==> src/hw/rtl/vrbd_pkg.sv <==
// ----------------------------------------------------------------------------
// vrbd_pkg
// Types and constants shared by the vertex report bank deframer.
// ----------------------------------------------------------------------------
package vrbd_pkg;

    localparam int WORD_W     = 32;
    localparam int ID_W       = 16;
    localparam int NVERT_W    = 16;
    localparam int VERSION_W  = 8;
    localparam int FIELD_W    = 4;
    localparam int WLEFT_W    = 20;
    localparam int CFG_IDX_W  = 2;
    localparam int CFG_DATA_W = 16;

    localparam logic [FIELD_W-1:0] SHORT_VERTEX_WORDS = 4'd5;
    localparam logic [FIELD_W-1:0] LONG_VERTEX_WORDS  = 4'd11;

    // configuration register indexes
    localparam logic [CFG_IDX_W-1:0] REG_SLOT0_ID = 2'd0;
    localparam logic [CFG_IDX_W-1:0] REG_SLOT0_EN = 2'd1;
    localparam logic [CFG_IDX_W-1:0] REG_SLOT1_ID = 2'd2;
    localparam logic [CFG_IDX_W-1:0] REG_SLOT1_EN = 2'd3;

    typedef enum logic [1:0] {
        PH_WAIT,
        PH_HEADER,
        PH_PAYLOAD
    } t_phase;

    typedef struct packed {
        logic [WORD_W-1:0]    bank_word;
        logic                 first_word;
        logic                 last_word;
        logic [VERSION_W-1:0] bank_version;
    } t_in_item;

    typedef struct packed {
        logic               data_valid;
        logic               slot_opened;
        logic               out_slot;
        logic [NVERT_W-1:0] vertex_index;
        logic [FIELD_W-1:0] field_index;
        logic [WORD_W-1:0]  field_value;
        logic               bank_done;
        logic               count_error;
        logic               size_error;
        logic               duplicate_seen;
    } t_out_item;

endpackage

==> src/hw/rtl/vertex_report_bank_deframer_top.sv <==
// ----------------------------------------------------------------------------
// vertex_report_bank_deframer_top
// Splits a vertex report bank into tagged vertex words for two output slots.
// ----------------------------------------------------------------------------
// Bank words enter one item per cycle, unless a stalled result holds them
// back, and load the result register. Every word is decoded by a single
// pass of counter and compare logic that updates the frame state and loads
// the result register in the same cycle; the result register is the only
// thing that can hold the input back, and only while its item is stalled.
// A first_word item (the selection count) always restarts decoding. Each
// selection header carries a vertex count in bits 15..0 and a selection id
// in bits 31..16, then count*5 words (version 0) or count*11 words. A header
// whose id matches an enabled slot register (slot 0 first) opens that slot
// and yields a slot_opened item; its payload words come out tagged with
// vertex and field index. Unmatched selections and repeats of an opened slot
// produce nothing. The last word yields one bank_done item with the count,
// size and duplicate flags unless decoding waits for a first_word item.
// Words that produce nothing are simply consumed. The user must write slot
// registers via i_cfg_* only while the block is idle; it is not enforced.
module vertex_report_bank_deframer_top (
    input  logic                          i_clk,
    input  logic                          i_rst_n,
    // input channel
    input  logic                          i_in_valid,
    output logic                          o_in_stall,
    input  vrbd_pkg::t_in_item            i_in_item,
    // output channel
    output logic                          o_out_valid,
    input  logic                          i_out_stall,
    output vrbd_pkg::t_out_item           o_out_item,
    // configuration
    input  logic                          i_cfg_we,
    input  logic [vrbd_pkg::CFG_IDX_W-1:0]  i_cfg_index,
    input  logic [vrbd_pkg::CFG_DATA_W-1:0] i_cfg_data
);
    import vrbd_pkg::*;

    // configuration registers
    logic [ID_W-1:0] r_slot0_id, r_slot1_id;
    logic            r_slot0_en, r_slot1_en;

    // frame state
    t_phase             r_phase, n_phase;
    logic [WORD_W-1:0]  r_sel_left, n_sel_left;
    logic [WLEFT_W-1:0] r_words_left, n_words_left;
    logic               r_eleven, n_eleven;
    logic               r_decoded, n_decoded;
    logic               r_cur_slot, n_cur_slot;
    logic [NVERT_W-1:0] r_vertex, n_vertex;
    logic [FIELD_W-1:0] r_field, n_field;
    logic [1:0]         r_opened, n_opened;
    logic               r_dup, n_dup;

    // result register
    logic      r_out_valid, n_emit;
    t_out_item r_out_item, n_result;

    logic in_accept;

    // header decode
    logic [NVERT_W-1:0] hdr_nvert;
    logic [ID_W-1:0]    hdr_id;
    logic               hit0, hit1, hit_any, hit_slot, hit_dup;
    logic [WLEFT_W-1:0] hdr_words;
    logic [FIELD_W-1:0] per_vertex;
    logic [FIELD_W-1:0] field_inc;
    logic               vertex_wrap;

    assign o_in_stall  = r_out_valid && i_out_stall;
    assign in_accept   = i_in_valid && !o_in_stall;
    assign o_out_valid = r_out_valid;
    assign o_out_item  = r_out_item;

    assign hdr_nvert = i_in_item.bank_word[NVERT_W-1:0];
    assign hdr_id    = i_in_item.bank_word[WORD_W-1 -: ID_W];
    assign hit0      = r_slot0_en && (hdr_id == r_slot0_id);
    assign hit1      = r_slot1_en && (hdr_id == r_slot1_id);
    assign hit_any   = hit0 || hit1;
    assign hit_slot  = !hit0;                 // slot 0 wins when both match
    assign hit_dup   = r_opened[hit_slot];

    // count*5 = 4n+n, count*11 = 8n+2n+n; fits in 20 bits
    always_comb begin
        hdr_words = {2'b00, hdr_nvert, 2'b00} + {4'b0000, hdr_nvert};
        if (r_eleven) begin
            hdr_words = {1'b0, hdr_nvert, 3'b000} + {3'b000, hdr_nvert, 1'b0}
                      + {4'b0000, hdr_nvert};
        end
    end

    assign per_vertex  = r_eleven ? LONG_VERTEX_WORDS : SHORT_VERTEX_WORDS;
    assign field_inc   = r_field + 4'd1;
    assign vertex_wrap = (field_inc >= per_vertex);

    // next state
    always_comb begin
        n_phase      = r_phase;
        n_sel_left   = r_sel_left;
        n_words_left = r_words_left;
        n_eleven     = r_eleven;
        n_decoded    = r_decoded;
        n_cur_slot   = r_cur_slot;
        n_vertex     = r_vertex;
        n_field      = r_field;
        n_opened     = r_opened;
        n_dup        = r_dup;
        if (i_in_item.first_word) begin
            n_sel_left   = i_in_item.bank_word;
            n_eleven     = (i_in_item.bank_version != '0);
            n_words_left = '0;
            n_decoded    = 1'b0;
            n_cur_slot   = 1'b0;
            n_vertex     = '0;
            n_field      = '0;
            n_opened     = '0;
            n_dup        = 1'b0;
            n_phase      = i_in_item.last_word ? PH_WAIT : PH_HEADER;
        end else begin
            unique case (r_phase)
                PH_HEADER: begin
                    n_sel_left   = r_sel_left - 1'b1;
                    n_words_left = hdr_words;
                    n_vertex     = '0;
                    n_field      = '0;
                    n_decoded    = 1'b0;
                    n_cur_slot   = 1'b0;
                    if (hit_any) begin
                        if (hit_dup) begin
                            n_dup = 1'b1;
                        end else begin
                            n_opened[hit_slot] = 1'b1;
                            n_decoded          = 1'b1;
                            n_cur_slot         = hit_slot;
                        end
                    end
                    if (hdr_words != '0) begin
                        n_phase = PH_PAYLOAD;
                    end
                end
                PH_PAYLOAD: begin
                    n_field = field_inc;
                    if (vertex_wrap) begin
                        n_field  = '0;
                        n_vertex = r_vertex + 1'b1;
                    end
                    n_words_left = r_words_left - 1'b1;
                    if (n_words_left == '0) begin
                        n_phase = PH_HEADER;
                    end
                end
                default: ;                    // waiting: word ignored
            endcase
            if (i_in_item.last_word && r_phase != PH_WAIT) begin
                n_phase = PH_WAIT;
            end
        end
    end

    // result for the word being accepted
    always_comb begin
        n_emit   = 1'b0;
        n_result = '0;
        if (i_in_item.first_word) begin
            if (i_in_item.last_word) begin
                n_emit               = 1'b1;
                n_result.bank_done   = 1'b1;
                n_result.count_error = (i_in_item.bank_word != '0);
                n_result.size_error  = 1'b1;
            end
        end else if (r_phase != PH_WAIT) begin
            if (r_phase == PH_HEADER) begin
                if (hit_any && !hit_dup) begin
                    n_emit               = 1'b1;
                    n_result.slot_opened = 1'b1;
                    n_result.out_slot    = hit_slot;
                end
            end else if (r_decoded) begin
                n_emit                = 1'b1;
                n_result.data_valid   = 1'b1;
                n_result.out_slot     = r_cur_slot;
                n_result.vertex_index = r_vertex;
                n_result.field_index  = r_field;
                n_result.field_value  = i_in_item.bank_word;
            end
            if (i_in_item.last_word) begin
                n_emit                  = 1'b1;
                n_result.bank_done      = 1'b1;
                n_result.count_error    = (n_sel_left != '0);
                n_result.size_error     = (n_words_left != '0);
                n_result.duplicate_seen = n_dup;
            end
        end
    end

    // configuration writes
    always_ff @(posedge i_clk) begin
        if (!i_rst_n) begin
            r_slot0_id <= '0;
            r_slot0_en <= 1'b0;
            r_slot1_id <= '0;
            r_slot1_en <= 1'b0;
        end else if (i_cfg_we) begin
            unique case (i_cfg_index)
                REG_SLOT0_ID: r_slot0_id <= i_cfg_data[ID_W-1:0];
                REG_SLOT0_EN: r_slot0_en <= i_cfg_data[0];
                REG_SLOT1_ID: r_slot1_id <= i_cfg_data[ID_W-1:0];
                REG_SLOT1_EN: r_slot1_en <= i_cfg_data[0];
                default: ;
            endcase
        end
    end

    // frame state
    always_ff @(posedge i_clk) begin
        if (!i_rst_n) begin
            r_phase      <= PH_WAIT;
            r_sel_left   <= '0;
            r_words_left <= '0;
            r_eleven     <= 1'b0;
            r_decoded    <= 1'b0;
            r_cur_slot   <= 1'b0;
            r_vertex     <= '0;
            r_field      <= '0;
            r_opened     <= '0;
            r_dup        <= 1'b0;
        end else if (in_accept) begin
            r_phase      <= n_phase;
            r_sel_left   <= n_sel_left;
            r_words_left <= n_words_left;
            r_eleven     <= n_eleven;
            r_decoded    <= n_decoded;
            r_cur_slot   <= n_cur_slot;
            r_vertex     <= n_vertex;
            r_field      <= n_field;
            r_opened     <= n_opened;
            r_dup        <= n_dup;
        end
    end

    // result register: loads on every accepted word, drains when taken
    always_ff @(posedge i_clk) begin
        if (!i_rst_n) begin
            r_out_valid <= 1'b0;
        end else if (in_accept) begin
            r_out_valid <= n_emit;
        end else if (!i_out_stall) begin
            r_out_valid <= 1'b0;
        end
    end

    always_ff @(posedge i_clk) begin
        if (in_accept) begin
            r_out_item <= n_result;
        end
    end

endmodule

==> config.mk <==
export PLATFORM = sky130hd
export DESIGN_NAME = vertex_report_bank_deframer_top
export DESIGN_NICKNAME = d
export VERILOG_FILES = /design/src/hw/rtl/vrbd_pkg.sv /design/src/hw/rtl/vertex_report_bank_deframer_top.sv
export SDC_FILE = /design/constraint.sdc
export NUM_CORES = 1
export LEC_CHECK = 0
export BUFFER_PORTS_ARGS = -buffer_cell sky130_fd_sc_hd__buf_2
export CORE_MARGIN = 10
export CORE_UTILIZATION = 50
export CTS_CLUSTER_SIZE = 12
export DETAILED_ROUTE_END_ITERATION = 8
export HOLD_SLACK_MARGIN = 0.06
export PLACE_DENSITY = 0.7
export SLEW_MARGIN = 25
export SYNTH_ARGS = -nofsm -noshare
export SYNTH_HDL_FRONTEND = slang
export SYNTH_SLANG_ARGS = --single-unit
export TNS_END_PERCENT = 100
==> constraint.sdc <==
create_clock -name i_clk -period 6.3 [get_ports i_clk]
set_clock_uncertainty 0.15 [all_clocks]
set_input_delay 0.945 -clock i_clk [delete_from_list [all_inputs] [get_ports i_clk]]
set_output_delay 0.945 -clock i_clk [all_outputs]
set_load 0.03 [all_outputs]
# ---- Word level (Yosys, flattened, before mapping)
# Index checks and enable logic that the tools add are counted.
dict set report classes {
  bitwise 5
  reduce_logical 38
  magnitude_cmp 3
  n_mux 54
  eq_ne 12
  add_sub_neg 7
}
# cell count
set op_table {}
lappend op_table {{32-bit two-way mux} 2}
lappend op_table {{32-bit nonzero test} 2}
lappend op_table {{53-bit two-way mux} 1}
lappend op_table {{20-bit two-way mux} 2}
lappend op_table {{20-bit one-hot mux with 2 select lines} 1}
lappend op_table {{20-bit nonzero test} 2}
lappend op_table {{16-bit equality test} 2}
lappend op_table {{16-bit two-way mux} 2}
lappend op_table {{16-bit one-hot mux with 2 select lines} 1}
lappend op_table {{32-bit by 1-bit subtractor with 32-bit output (second input constant)} 1}
lappend op_table {{1-bit two-way mux} 26}
lappend op_table {{19-bit by 17-bit adder with 20-bit output} 1}
lappend op_table {{20-bit by 16-bit adder with 20-bit output} 1}
lappend op_table {{20-bit logical NOT} 1}
lappend op_table {{4-bit two-way mux} 5}
lappend op_table {{20-bit by 1-bit subtractor with 20-bit output (second input constant)} 1}
lappend op_table {{18-bit by 16-bit adder with 19-bit output} 1}
lappend op_table {{2-bit two-way mux} 9}
lappend op_table {{16-bit by 1-bit adder with 16-bit output (second input constant)} 1}
lappend op_table {{2-bit AND reduction} 7}
lappend op_table {{3-bit OR reduction} 3}
lappend op_table {{4-bit != test (second input constant)} 2}
lappend op_table {{4-bit one-hot mux with 2 select lines} 1}
lappend op_table {{4-bit AND reduction} 2}
lappend op_table {{other kinds (25)} 42}
dict set report totals {
  word_cells 144
  out_inout_bits 61
  reg_bits 174
}

# ---- Longest topological paths before layout
# Gate-level depths: netlist of the first run.
dict set report depth {
  depth_word 13
  depth_mapped 13
}

# ---- Worst setup path after synthesis of the first run
# No wires, ideal clock.
dict set report synth_timing {
  kind {input -> register}
  start {in i_in_item[10] (netlist name)}
  end {reg r_phase[0]}
  path_slack_ns 1.969
  t_arrival_ns 4.049
  required_time_ns 6.018
  setup_ns 0.132
  path_stages 11
  path_cell_list {fa_1 -> fa_1 -> a211oi_2 -> o211ai_1 -> a21oi_1 -> xor2_1 -> o211ai_1 -> or4_1 -> a2111oi_4 -> a211o_1 -> a31oi_1}
}
dict set report synth_via {
  elab_chain_cells 6
  elab_cells_between_ends 7
  classes_between {add/sub (3); eq/ne (1); mux (1); reduce/logical (2)}
}
# item line_no
set synth_lines {}
lappend synth_lines {{start: declaration} vertex_report_bank_deframer_top.sv:26} ;# input vrbd_pkg::t_in_item i_in_item,
lappend synth_lines {{19-bit by 17-bit adder with 20-bit output} vertex_report_bank_deframer_top.sv:86} ;# hdr_words = {1'b0, hdr_nvert, 3'b000} + {3'b000, hdr_nvert, 1'b0}
lappend synth_lines {{20-bit by 16-bit adder with 20-bit output} vertex_report_bank_deframer_top.sv:87} ;# + {4'b0000, hdr_nvert};
lappend synth_lines {{20-bit two-way mux (*)} vertex_report_bank_deframer_top.sv:85} ;# if (r_eleven) begin
lappend synth_lines {{20-bit nonzero test (*)} vertex_report_bank_deframer_top.sv:136} ;# if (hdr_words != '0) begin
lappend synth_lines {{4-bit != test (no line) (*)} -}
lappend synth_lines {{4-bit AND reduction (no line) (*)} -}
lappend synth_lines {{end signal: assignment} vertex_report_bank_deframer_top.sv:227} ;# r_phase <= n_phase;
lappend synth_lines {{end: declaration} vertex_report_bank_deframer_top.sv:43} ;# t_phase r_phase, n_phase;
# Mark *: on every way between the ends. The rest lies on a longest branch, timed or not.
# A chain may end at the register's enable or synchronous reset.

# ---- Final worst setup path of the first run
dict set report layout_timing {
  start {in i_in_item[12] (netlist name)}
  end {reg r_phase[0]}
}
# The elaborated chain is that of the path after synthesis.

==> results.yml, run 1 <==
drt:
  detail_route.vias_per_cell: 6.11
  drt_iter0_drc: 1418
  wirelength_mm: 36.1
  num_vias: 11200
  ant_nets: 0
  dr.pass1.iters: 6
  drc: 0
  drt-wirelength-per-cell_microns: 19.8
finish:
  area_growth_pct: 12.1
  final_util_pct: 57.3
  final_cell_count_no_fill: 1828
  drive_above_1_share_pct: 13.8
  fin_nets: 1626
  diodes: 0
  layout_commonest_cell: "nand2_1"
  final_cell_mix: "nand2_1 (226), a21oi_1 (145), buf_2 (125)"
hold_path:
  worstHoldStart: "r_slot0_id[5]$_SDFFE_PN0P_"
  hold_class: "reg -> reg"
  worstHoldPathCells: 2
  min_to: "r_slot0_id[5]$_SDFFE_PN0P_"
synth:
  synth_top_family_by_area: "simple AND/OR/NAND/NOR gates"
  seq_area_frac_synth_pct: 35.0
  synthMuxAreaShare_pct: 1.25
  yosysWarnings: 0
  yosysTopAreaCellShare_pct: 19.8
  synth_compound_area_share_pct: 19.3
  synthDistinctLibCells: 83
  post-synth-top-area-cell: "dfxtp_1"
  synthTopCellsByArea: "dfxtp_1 (20%), edfxtp_1 (15%), nand2_1 (7.3%)"
  synth_flop_cell: "dfxtp_1"
  synth_area_sq_um: 11600
  async_flop_share_pct: 0
  avgSynthCellArea_sq_um: 8.12
  synth-simple-area-share_pct: 26.1
  netlist_instances: 1433
  ys_seq_elements: 174
  synth-xor-area-share_pct: 7.23
  synth_edf_count: 59
  syn_nets: 1557
  synthAdderAreaFrac_pct: 7.31
power_and_ir_drop:
  p_total_uw: 3170
  power_density_nw_per_um2: 243
  p_leak_uw: 0.00483
  ir_worst_vdd_mv: 0.145
run:
  drv_cap: 0
setup_path:
  worstRegToRegCells: 11
  ff2ff_setup_slack_ps: 1860
  timing.rr.end: "o_out_item[2]$_DFFE_PP_"
  worstSetupPathType: "in -> reg"
  crit_arrival_ps: 4750
  cp.required_ps: 6440
  critPathCaptureType: "flip-flop"
  worstPathMaxFanout: 8
  cp-start-kind: "input pin"
  regToRegStartpoint: "r_phase[1]$_SDFFE_PN0P_"
floorplanning:
  top_level_ports: 126
  design.die.area_sq_um: 29800
  placementRows: 55
  start_util_pct: 51.1
  core_area_sq_um: 22800
  die_w_microns: 173
  die_y_microns: 173
grt:
  grt_pass1_wl_mm: 56.2
  antenna_found_initial: 0
  grt_max_degree: 75
  grt_overflow_total: 0
  grt_pass1_vias: 10200
  track_usage_pct: 22.9
placement:
  gp_congestion: 0.945
  dp.cells: 1796
  dp_hpwl_mm: 26.0
  port_buffers: 125
sta:
  timing.fmax_mhz: 217
  setup_viol: 0
  slew_violations: 0
  min_period_ps: 4610
  rsz0062_at_grt: "no"
  fin_tns_setup_ps: 0
  tightest_slew_ps: 943
  hold_viol_final: 0
  min_period_over_period_pct: 73.1
  slew_headroom_pct: 36.5
cts:
  cts_resized: 0
  root_buffer: "clkbuf_16"
  holdBufCountCts: 0
  ctsHtreeMaxLevel: 4
  cts_setup_buffers: 0
  tritoncts: "yes"
  cts.clk_slew.worst_paths_ps: 80
  cts_buffers: 17
  clock-sinks: 174
  cts.path.max_buffers: 2
  clk-insertion-delay-late_ps: 440
status:
  status: "finished clean"
synth_stat cells (all sizes together) (17+ instances only):
cell and number:
nand2 227, a21oi 145, nor2 116, dfxtp 115
o21ai 74, clkbuf 71, edfxtp 59, xnor2 58
and2 56, nor3 45, ha 44, nor4 39
xor2 38, nand3 35, inv 26, or3 18
nand4 17
cell type report:
cell class | instances | area [sq um]
Clock buffer | 18 | 429
Timing Repair Buffer | 137 | 716
Fill cell | 2077 | 9740
Inverter | 26 | 100
Multi-Input combinational cell | 1146 | 7130
Sequential cell | 174 | 4070
Clock inverter | 14 | 196
Tap cell | 313 | 392
state kept, by name, indices dropped and copies added (netlist names):
register	count
r_slot0_en	1
r_sel_left	32
r_eleven	1
r_slot1_id	16
o_out_valid	1
r_phase	2
r_decoded	1
r_opened	2
r_cur_slot	1
r_words_left	20
r_vertex	16
r_field	4
r_dup	1
r_slot1_en	1
o_out_item	59
r_slot0_id	16
where the power goes:
| part | total (uW) | switching, uW | internal (uW) | leakage (uW) |
|---|---|---|---|---|
| combinational | 811 | 533 | 278 | 0.00299 |
| sequential | 1230 | 35.4 | 1200 | 0.00154 |
| clock | 1120 | 512 | 610 | 0.000302 |
cell families (layout without fill, tap and decap cells):
logic type / count (synthesis) / count (layout)
mux: 14 / 14
xor+xnor: 96 / 96
simple gates: 619 / 619
fa+ha+maj: 59 / 59
flops: 174 / 174
buf+inv: 113 / 195
compound gates: 358 / 358
critical path: stages:
cell	delay, ps
buf_2	250
fa_1	520
ha_1	310
a211oi_1	80
o31ai_1	500
o21ai_1	330
a21oi_1	350
mux2_2	390
or4_1	390
a21boi_0	430
a211o_1	200
a31oi_1	80
worst max path at each step:
stage / from / to / slack, ps / cells past startpoint
2_1_floorplan: i_in_item[10] / r_phase[0]$_SDFFE_PN0P_ / 1970 / 11
5_1_grt: i_in_item[12] / r_phase[0]$_SDFFE_PN0P_ / 1450 / 12
3_3_place_gp: i_in_item[12] / r_phase[0]$_SDFFE_PN0P_ / 1380 / 12
3_5_place_dp: i_in_item[12] / r_phase[0]$_SDFFE_PN0P_ / 1300 / 12
6_report: i_in_item[12] / r_phase[0]$_SDFFE_PN0P_ / 1690 / 12
4_1_cts: i_in_item[12] / r_phase[0]$_SDFFE_PN0P_ / 1750 / 12
per-layer routing:
metal	share of wire, %	routed length (microns)	vias up	GRT usage, %
met1	46	16700	5280	33.0
met5	0	0	-	0
met2	43	15500	523	33.1
met3	8.2	2950	65	4.94
li1	-	-	5298	-
met4	2.7	964	0	7.58
metrics by stage:
stage	cell area [sq um]	worst slack, ps	hold slack, ps
floorplan	11600	1970	283
global placement	12400	1380	301
detailed placement	12400	1300	309
CTS	13000	1750	319
global route	13000	1450	339
finish	13000	1690	320
Power figures use the tool's default switching activity.
==> inputs of run 2 (changes only) <==
--- a/config.mk
+++ b/config.mk
@@ -11,7 +11,7 @@
 export CTS_CLUSTER_SIZE = 12
 export DETAILED_ROUTE_END_ITERATION = 8
 export HOLD_SLACK_MARGIN = 0.06
-export PLACE_DENSITY = 0.7
+export PLACE_DENSITY = 0.72
 export SLEW_MARGIN = 25
 export SYNTH_ARGS = -nofsm -noshare
 export SYNTH_HDL_FRONTEND = slang
==> constraint.sdc (replaced) <==
create_clock -name i_clk -period 4.11 [get_ports i_clk]
set_clock_uncertainty 0.15 [all_clocks]
set_input_delay 0.6165 -clock i_clk [delete_from_list [all_inputs] [get_ports i_clk]]
set_output_delay 0.6165 -clock i_clk [all_outputs]
set_load 0.03 [all_outputs]
==> run 2 against run 1 <==
  * Sequential cell count did not move
  * Worst hold slack lost 39 ps
  * Non-clock buffer count grew 80
  * Die area unchanged
  * Sequential share of layout area decreased by 1.4 points
  * Count of clock-buffer cells in the layout did not move
  * Via count grew 2.3%
  * First-iteration DRC count rose by 11%
  * Design area rose by 4.7%
  * Largest power group unchanged
==> results.yml, run 2 (same netlist as run 1, synthesis figures left out) <==
drt:
  dr.pass1.iters: 5
  drt-wirelength-per-cell_microns: 18.9
  drc: 0
  drt_iter0_drc: 1579
  wirelength_mm: 36.1
  num_vias: 11400
  detail_route.vias_per_cell: 5.98
  ant_nets: 0
placement:
  dp_slack_ps: -234
  gp_congestion: 0.954
  dp.cells: 1876
  dp_hpwl_mm: 26.9
  port_buffers: 125
power_and_ir_drop:
  ir_worst_vdd_mv: 0.241
  p_leak_uw: 0.00520
  p_total_uw: 4910
  power_density_nw_per_um2: 360
setup_path:
  worstSetupPathType: "in -> reg"
  worstRegToRegCells: 9
  worstPathMaxFanout: 5
  worst_path_max_delay_cell: "or4_1"
  cp-start-kind: "input pin"
  regToRegStartpoint: "r_phase[1]$_SDFFE_PN0P_"
  critPathCaptureType: "flip-flop"
  slowest_delay_ps: 590
  cp.required_ps: 4330
  crit_chain: "buf_2 -> fa_1 -> fa_1 -> a211oi_2 -> o211ai_1 -> a21oi_2 -> xor2_1 -> o211ai_1 -> or4_1 -> a2111oi_4 -> nand3_1 -> a31oi_1"
  startpoint: "i_in_item[12]"
  crit_arrival_ps: 4130
finish:
  final_util_pct: 59.9
  seq_area_sq_um: 4070
  fin_nets: 1706
  final_cell_count_no_fill: 1909
  drive_above_1_share_pct: 18.3
  multi_input_area_sq_um: 7140
  fillers: 2051
  largest_reg_flops: 59
  area_growth_pct: 17.3
  final_cell_mix: "nand2_1 (226), a21oi_1 (144), buf_2 (125)"
  layout_commonest_cell: "nand2_1"
sta:
  setup_viol: 0
  rsz0062_at_grt: "no"
  min_period_ps: 3910
  slew_headroom_pct: 40.4
  holdWs_ps: 281
  worst_slack_ps: 195
  slew_violations: 0
  hold_viol_final: 0
  timing.fmax_mhz: 255
  min_period_over_period_pct: 95.2
  tightest_slew_ps: 887
grt:
  grt_pass1_wl_mm: 57.7
  antenna_found_initial: 1
  grt_max_degree: 99
  grt_overflow_total: 0
  grt_pass1_vias: 10500
  track_usage_pct: 23.5
floorplanning:
  top_level_ports: 126
  core_area_sq_um: 22800
  die_w_microns: 173
  die_y_microns: 173
  placementRows: 55
  design.die.area_sq_um: 29800
  start_util_pct: 51.1
hold_path:
  hold_class: "in -> reg"
  worstHoldStart: "i_cfg_data[9]"
  worstHoldPathCells: 3
cts:
  clk-insertion-delay-late_ps: 430
  cts.clk_slew.worst_paths_ps: 70
  clock-sinks: 174
  cts.path.max_buffers: 2
  root_buffer: "clkbuf_16"
  holdBufCountCts: 0
  tritoncts: "yes"
  cts_resized: 0
  cts_setup_buffers: 0
  cts_buffers: 17
  ctsHtreeMaxLevel: 4
status:
  status: "finished clean"
run:
  drv_cap: 0
run 2: worst paths after layout:
check	end	slack, ps
worst max-delay path	r_phase[0]$_SDFFE_PN0P_	200
worst min-delay path	r_slot0_id[9]$_SDFFE_PN0P_	280
worst max register to register	o_out_item[2]$_DFFE_PP_	200
worst min register to register	r_slot0_id[7]$_SDFFE_PN0P_	320
run 2: worst max-delay path, delay by kind of cell:
| kind | cells | cell delay (ps) |
|---|---|---|
| compound gates | 6 | 1400 |
| fa+ha+maj | 2 | 1020 |
| simple gates | 2 | 730 |
| xor+xnor | 1 | 210 |
| buf+inv | 1 | 150 |
run 2: metal layers:
layer | vias up | GRT usage [%] | part of all wire (%)
met5 | - | 0 | 0
met4 | 0 | 6.38 | 1.9
met3 | 56 | 4.86 | 8.4
met2 | 516 | 35.1 | 44
met1 | 5369 | 33.4 | 46
li1 | 5484 | - | -
run 2: final cells by class:
type,instances,area share [%]
inverters,26,0.733
repair buffers,217,9.83
multi-input cells,1146,52.3
diodes,1,0.0183
well taps,313,2.87
clock buffers,18,3.22
clock inverters,14,1.17
flip-flops and latches,174,29.8
run 2: report_power, final:
group / switching (uW) / leakage [uW] / internal, uW
Combinational: 851 / 0.00338 / 551
Clock: 786 / 0.000287 / 834
Sequential: 51.7 / 0.00154 / 1840
run 2: through the flow:
stage,setup TNS (ps),cell area (sq um)
floorplan,0,11600
global placement,-702,13000
detailed placement,-671,13000
CTS,0,13600
global route,0,13700
finish,0,13700
==> inputs of run 3 (changes only) <==
--- a/config.mk
+++ b/config.mk
@@ -5,7 +5,7 @@
 export SDC_FILE = /design/constraint.sdc
 export NUM_CORES = 1
 export LEC_CHECK = 0
-export BUFFER_PORTS_ARGS = -buffer_cell sky130_fd_sc_hd__buf_2
+export BUFFER_PORTS_ARGS = -buffer_cell sky130_fd_sc_hd__buf_4
 export CORE_MARGIN = 10
 export CORE_UTILIZATION = 50
 export CTS_CLUSTER_SIZE = 12
==> run 3 against run 2 <==
  * Utilization up 1.8 points
  * Sequential power is essentially flat
  * Design area is 3.1% higher
==> results.yml, run 3 (same netlist as run 1, synthesis figures left out) <==
cts:
  clk-insertion-delay-late_ps: 450
  tritoncts: "yes"
  ctsHtreeMaxLevel: 4
  cts_buffers: 17
  root_buffer: "clkbuf_16"
  clock-sinks: 174
  cts.clk_slew.worst_paths_ps: 90
  holdBufCountCts: 0
  cts.path.max_buffers: 2
drt:
  drt-wirelength-per-cell_microns: 19.1
  drc: 0
  num_vias: 11500
  dr.pass1.iters: 7
  detail_route.vias_per_cell: 6.01
  wirelength_mm: 36.7
  drt_iter0_drc: 1614
  ant_nets: 0
sta:
  min_period_ps: 3940
  slew_headroom_pct: 41.1
  tightest_slew_ps: 877
  fin_tns_setup_ps: 0
  rsz0062_at_grt: "no"
  hold_viol_final: 0
  timing.fmax_mhz: 254
  setup_viol: 0
  slew_violations: 0
  min_period_over_period_pct: 95.8
setup_path:
  worstSetupPathType: "in -> reg"
  crit_arrival_ps: 4160
  cp.required_ps: 4330
  critPathCaptureType: "flip-flop"
  worstPathMaxFanout: 4
  cp-start-kind: "input pin"
power_and_ir_drop:
  power_density_nw_per_um2: 361
  pwr-share-comb_pct: 28.5
  power_frac_clock_pct: 34.3
  p_seq_share_pct: 37.2
  p_total_uw: 5080
  swShare_pct: 35.2
  ir_worst_vdd_mv: 0.265
  power_switching_uw: 1790
  p_int_uw: 3290
  p_leak_uw: 0.00537
grt:
  antenna_found_initial: 0
  grt_pass1_vias: 10400
  grt_max_degree: 64
  track_usage_pct: 23.4
  grt_overflow_total: 0
  grt_pass1_wl_mm: 57.6
floorplanning:
  design.die.area_sq_um: 29800
  top_level_ports: 126
  start_util_pct: 51.1
  core_area_sq_um: 22800
  placementRows: 55
  die_w_microns: 173
  die_y_microns: 173
finish:
  fin_nets: 1718
  layout_commonest_cell: "buf_4"
  final_util_pct: 61.8
  drive_above_1_share_pct: 18.8
  final_cell_mix: "buf_4 (228), nand2_1 (226), a21oi_1 (145)"
  area_growth_pct: 20.9
  largest_reg_flops: 59
  diodes: 0
status:
  status: "finished clean"
placement:
  port_buffers: 125
  dp_hpwl_mm: 27.5
  gp_congestion: 0.951
run:
  drv_cap: 0
hold_path:
  hold_class: "in -> reg"
## run 3: worst max-delay path, cell delays in order
cell and delay (ps):
buf_4 140, fa_1 520, ha_1 310, a211oi_1 90, o31ai_1 540, o211ai_1 200
a21oi_1 180, and4b_1 240, or4_1 580, a2111oi_4 430, nand3_1 150, a31oi_1 170
## run 3: timing repair
action	4_1_cts	5_1_grt
resized for setup	0	1
setup buffers	0	0
setup endpoints to repair	0	3
## run 3: layout make-up
type | instances | area (sq um)
fillers | 1973 | 8710
multi-input cells | 1146 | 7130
flip-flops and latches | 174 | 4070
repair buffers | 229 | 1730
clock buffers | 17 | 425
well taps | 313 | 392
clock inverters | 15 | 214
inverters | 26 | 100
## run 3: final timing paths
check / start / endpoint / slack (ps) / cells past startpoint
worst min-delay path: i_cfg_data[15] / r_slot0_id[15]$_SDFFE_PN0P_ / 270 / 3
worst min register to register: r_slot1_id[8]$_SDFFE_PN0P_ / r_slot1_id[8]$_SDFFE_PN0P_ / 320 / 2
worst max-delay path: i_in_item[12] / r_phase[0]$_SDFFE_PN0P_ / 170 / 12
worst max register to register: r_phase[1]$_SDFFE_PN0P_ / o_out_item[2]$_DFFE_PP_ / 240 / 9
## run 3: metrics by stage
stage | area, sq um | hold slack [ps] | setup WS [ps] | instances
floorplan | 11600 | 283 | 108 | 1433
global placement | 13400 | 300 | -197 | 1888
detailed placement | 13400 | 309 | -234 | 1888
CTS | 14100 | 261 | 216 | 1920
global route | 14100 | 277 | 7.58 | 1920
finish | 14100 | 269 | 175 | 1920
## run 3: layer usage
| layer | up-vias | track usage (%) | part of all wire (%) |
|---|---|---|---|
| met5 | - | 0 | 0 |
| met4 | 0 | 5.47 | 1.7 |
| met3 | 57 | 5.77 | 11 |
| met2 | 625 | 35.3 | 44 |
| met1 | 5361 | 32.8 | 44 |
| li1 | 5495 | - | - |
## run 3: power by group through the flow
stage	Combinational, uW	Clock [uW]	Sequential, uW
2_1_floorplan	810	0	1970
3_3_place_gp	1390	0	1930
6_report	1450	1740	1890
5_1_grt	1570	1820	1900
3_5_place_dp	1410	0	1930
4_1_cts	1420	1760	1890
